===== config.mk =====
export PLATFORM = sky130hd
export DESIGN_NAME = slm_list
export DESIGN_NICKNAME = d
export VERILOG_FILES = /design/src/rtl/slm_pkg.sv /design/src/rtl/slm_list.sv
export SDC_FILE = /design/constraint.sdc
export NUM_CORES = 2
export LEC_CHECK = 0
export BUFFER_PORTS_ARGS = -buffer_cell sky130_fd_sc_hd__clkbuf_2
export CAP_MARGIN = 15
export CORE_AREA = 2 2 628 568
export DETAILED_ROUTE_END_ITERATION = 8
export DIE_AREA = 0 0 630 570
export SKIP_LAST_GASP = 1
export SLEW_MARGIN = 25
export SYNTH_ARGS = -nofsm -noshare
export SYNTH_HDL_FRONTEND = slang
export SYNTH_SLANG_ARGS = --single-unit
export TNS_END_PERCENT = 30

===== constraint.sdc =====
create_clock -name clk -period 5.8 [get_ports clk]
set_clock_uncertainty 0.1 [all_clocks]
set_input_delay 1.16 -clock clk [delete_from_list [all_inputs] [get_ports clk]]
set_output_delay 1.16 -clock clk [all_outputs]
set_load 0.01 [all_outputs]

===== src/rtl/slm_pkg.sv =====
// ----------------------------------------------------------------------------
// slm_pkg: shared types and constants of the sorted list merger
// Function codes, default list depth and the control/status bundles that
// pass between the merge controller and the list stores.
// ----------------------------------------------------------------------------
package slm_pkg;

  // Width of one list element
  localparam int unsigned DATA_W = 32;

  // Default number of entries per list
  localparam int unsigned LIST_DEPTH_DEFAULT = 128;

  // Function codes carried in s_tuser
  localparam logic [1:0] FUNC_LOAD_A = 2'd0;
  localparam logic [1:0] FUNC_LOAD_B = 2'd1;
  localparam logic [1:0] FUNC_PULL   = 2'd2;
  localparam logic [1:0] FUNC_CLEAR  = 2'd3;

  // Commands from the controller to one list store
  typedef struct packed {
    logic load;     // append wr_value behind the last entry
    logic clear;    // drop all entries
    logic advance;  // consume the head entry
  } list_ctrl_t;

  // Status of one list store
  typedef struct packed {
    logic left;      // at least one entry not yet consumed
    logic one_left;  // exactly one entry not yet consumed
  } list_stat_t;

endpackage


===== src/rtl/slm_list.sv =====
// ----------------------------------------------------------------------------
// slm_list: one list store
// Synchronous memory with an append pointer (count) and a read pointer
// (head). The head entry is read every cycle into a registered output.
// ----------------------------------------------------------------------------
module slm_list #(
  parameter int unsigned LIST_DEPTH = slm_pkg::LIST_DEPTH_DEFAULT
) (
  input  logic                              clk,
  input  logic                              rst,
  input  slm_pkg::list_ctrl_t               ctrl,
  input  logic signed [slm_pkg::DATA_W-1:0] wr_value,
  output logic signed [slm_pkg::DATA_W-1:0] rd_data,
  output slm_pkg::list_stat_t               stat
);

  localparam int unsigned AW = $clog2(LIST_DEPTH);
  localparam int unsigned CW = $clog2(LIST_DEPTH + 1);

  logic signed [slm_pkg::DATA_W-1:0] mem [LIST_DEPTH];

  logic [CW-1:0] count;
  logic [CW-1:0] head;
  logic          full;

  assign full = (count == CW'(LIST_DEPTH));

  // Memory write at the append pointer, registered read at the head
  always_ff @(posedge clk) begin
    if (ctrl.load && !full) begin
      mem[count[AW-1:0]] <= wr_value;
    end
    rd_data <= mem[head[AW-1:0]];
  end

  // Pointers
  always_ff @(posedge clk) begin
    if (rst || ctrl.clear) begin
      count <= '0;
      head  <= '0;
    end else begin
      if (ctrl.load && !full) begin
        count <= CW'(count + CW'(1));
      end
      if (ctrl.advance) begin
        head <= CW'(head + CW'(1));
      end
    end
  end

  assign stat.left     = (head < count);
  assign stat.one_left = (CW'(head + CW'(1)) == count);

endmodule


==> reports/qor.yml <==
place:
  gp_congestion: 0.832
  place_ws_ns: 0.815
  port_buffers: 70
  placed_area_mm2: 0.167
  dp_cells: 12200
  dp_hpwl_mm: 257
detailed_routing:
  firstDrtPassIters: 6
  avgViaCountPerCell: 6.13
  drt_iter0_drc: 12000
  vias: 79500
  totalWireLength_mm: 438
  remaining_drc_errors: 0
  avgRoutedWirePerCell_um: 33.8
  drtAntennaViolNets: 0
worst_setup_path:
  path_buf_inv: 3
  r2r_start: "head[0]"
  worst-path-max-fanout: 42
  max_stage_delay_ns: 0.64
  crit_path_cell_trace: "buf_4 > nand3_1 > nor3_2 > xnor2_1 > or4_1 > nor3_2 > buf_4 > clkbuf_2"
  path_depth: 8
  worstRegToRegCells: 6
  crit_family: "simple AND/OR/NAND/NOR gates"
  crit_path_top_delay_cell: "dfxtp_4"
  rrSetupSlack_ns: 0.65
  critPathCapture: "stat[0]"
  criticalPathCategory: "reg -> out"
  arrival_ns: 4.16
  endpoint_kind: "primary output"
  cp-startpoint: "head[1]"
  crit_path_start_kind: "flip-flop"
  critPathRequiredTime_ns: 4.54
  r2r_end: "rd_data[19]"
hold_path:
  min_path_type: "in -> reg"
synthesis:
  yosys.cell_types.count: 42
  async_flop_share_pct: 0
  ys_seq_area_share_pct: 78.4
  ys_ff_latch: 4144
  synth-edff-count: 4096
  yosysWarnings: 0
  synth_nets: 7548
  netlist_instances: 7500
  synth.avg_cell_area_um2: 21.1
  synth_ff_type: "edfxtp_1"
  synth_area_mm2: 0.158
pwr:
  finalPower_mw: 60.4
  p_per_area_mw_per_mm2: 335
  cellLeakagePower_nw: 53.3
  ir_drop_uv: 272
die:
  dieArea_mm2: 0.359
  die_y_um: 570
  coreArea_mm2: 0.352
  die_w_um: 630
  fp-row-count: 207
  initial_core_util_pct: 44.9
  io_pins: 71
global_routing:
  first_global_vias: 77500
  grt_pass1_wl_mm: 611
  antenna_found_initial: 48
  grt-ovfl-total: 0
  grt_max_degree: 129
  grtUsageTotal_pct: 24.1
final_layout:
  final_layout_size_suffix_gt1_share_pct: 22.6
  final_cell_mix: "edfxtp_1 (4096), mux2i_1 (771), mux4_2 (672), clkbuf_16 (410), a22oi_1 (387)"
  final_common_cell: "edfxtp_1"
  fin_util_pct: 51.1
  instances_no_fill: 13000
  fin_nets: 7966
  design_area_mm2: 0.180
  area_growth_pct: 13.9
clocking:
  cts_sinks: 4144
  ctsResizeCount: 0
  post-cts-setup-buffers: 0
  cts_buffer_depth: 4
  cts_buffers: 404
  htreeDepth: 5
  path_clk_slew_ns: 0.06
  cts.hold.buffers_added: 0
  clock_latency_ns: 0.95
  cts_tree: "yes"
  cts-root-buf: "clkbuf_16"
sta:
  setup_viol: 0
  fin_tns_setup_ns: 0
  period_needed_ns: 5.42
  relSlewSlack_pct: 26.3
  holdWs_ns: 0.448
  fin_ws_ns: 0.385
  final_min_period_over_clock_period_pct: 93.4
  tightest_slew_ns: 1.09
  final-hold-violation-count: 0
  maxClockFrequency_ghz: 0.185
  rsz0062_at_grt: "false"
  slew_viol_final: 0
run_status:
  status: "complete, no violations"
job:
  drv_cap: 0
## layout make-up
class | instances | area (µm²)
Multi-Input combinational cell | 2909 | 33200
Tap cell | 4702 | 5880
Clock buffer | 519 | 10800
Timing Repair Buffer | 449 | 4090
Sequential cell | 4144 | 124000
Antenna cell | 13 | 32.5
Inverter | 10 | 37.5
Fill cell | 27500 | 172000
Clock inverter | 217 | 2050
## logic make-up (layout without fill, tap and decap cells)
family          count (synthesis)  count (layout)  share of synthesized area [%]
simple gates                  622             622                           1.90
buf+inv                       447            1195                           1.34
other cells                     0              13                              0
mux                          1443            1443                           14.4
flops                        4144            4144                           78.4
xor+xnor                       22              22                          0.122
fa+ha+maj                      11              11                         0.0870
compound gates                811             811                           3.73
## worst min path at each step
| stage | start | to | slack (ns) | depth (start not counted) |
|---|---|---|---|---|
| 3_3_place_gp | head[7] | head[7] | 0.45 | 2 |
| 4_1_cts | wr_value[31] | mem[28][31] | 0.38 | 1 |
| 5_1_grt | wr_value[31] | mem[30][31] | 0.44 | 1 |
| 6_report | wr_value[31] | mem[28][31] | 0.45 | 1 |
| 2_1_floorplan | head[7] | head[7] | 0.42 | 2 |
| 3_5_place_dp | head[7] | head[7] | 0.47 | 2 |
## synth_stat cells (10+ instances only)
master | count | area [µm²]
edfxtp_1 | 4096 | 123000
mux2i_1 | 771 | 7720
mux4_2 | 672 | 15100
a22oi_1 | 387 | 2910
clkbuf_1 | 194 | 728
buf_2 | 179 | 896
nor2_1 | 156 | 586
nand3_1 | 140 | 701
a211oi_1 | 126 | 946
nand2_1 | 126 | 473
nor2b_1 | 100 | 626
a21oi_1 | 67 | 335
o21ai_0 | 66 | 330
a22o_1 | 63 | 552
dfxtp_1 | 48 | 961
nand4_1 | 39 | 244
and3_1 | 34 | 213
a31oi_1 | 33 | 206
a221o_1 | 32 | 320
a2111oi_0 | 31 | 272
buf_1 | 24 | 90.1
buf_4 | 23 | 173
buf_6 | 17 | 191
xnor2_1 | 13 | 114
ha_1 | 11 | 138
nor3_1 | 10 | 50.1
## flip-flops by register name, summed over array words and instances (netlist names)
name / flops
rd_data: 32
count: 8
head: 8
mem: 4096
## power breakdown
part | total, mW | internal [mW] | switching (mW)
clock | 25.7 | 14.6 | 11.1
sequential | 33.0 | 32.9 | 0.0729
combinational | 1.61 | 0.449 | 1.16
## layer usage
metal  vias to the layer above  GRT usage [%]  part of all wire, %
li1                      32200              -                    -
met1                     42600           35.5                   42
met2                      4080           36.6                   46
met3                       576           5.53                   10
met4                         4           5.77                  2.5
met5                         -              0               0.0071
Power figures use the tool's default switching activity.
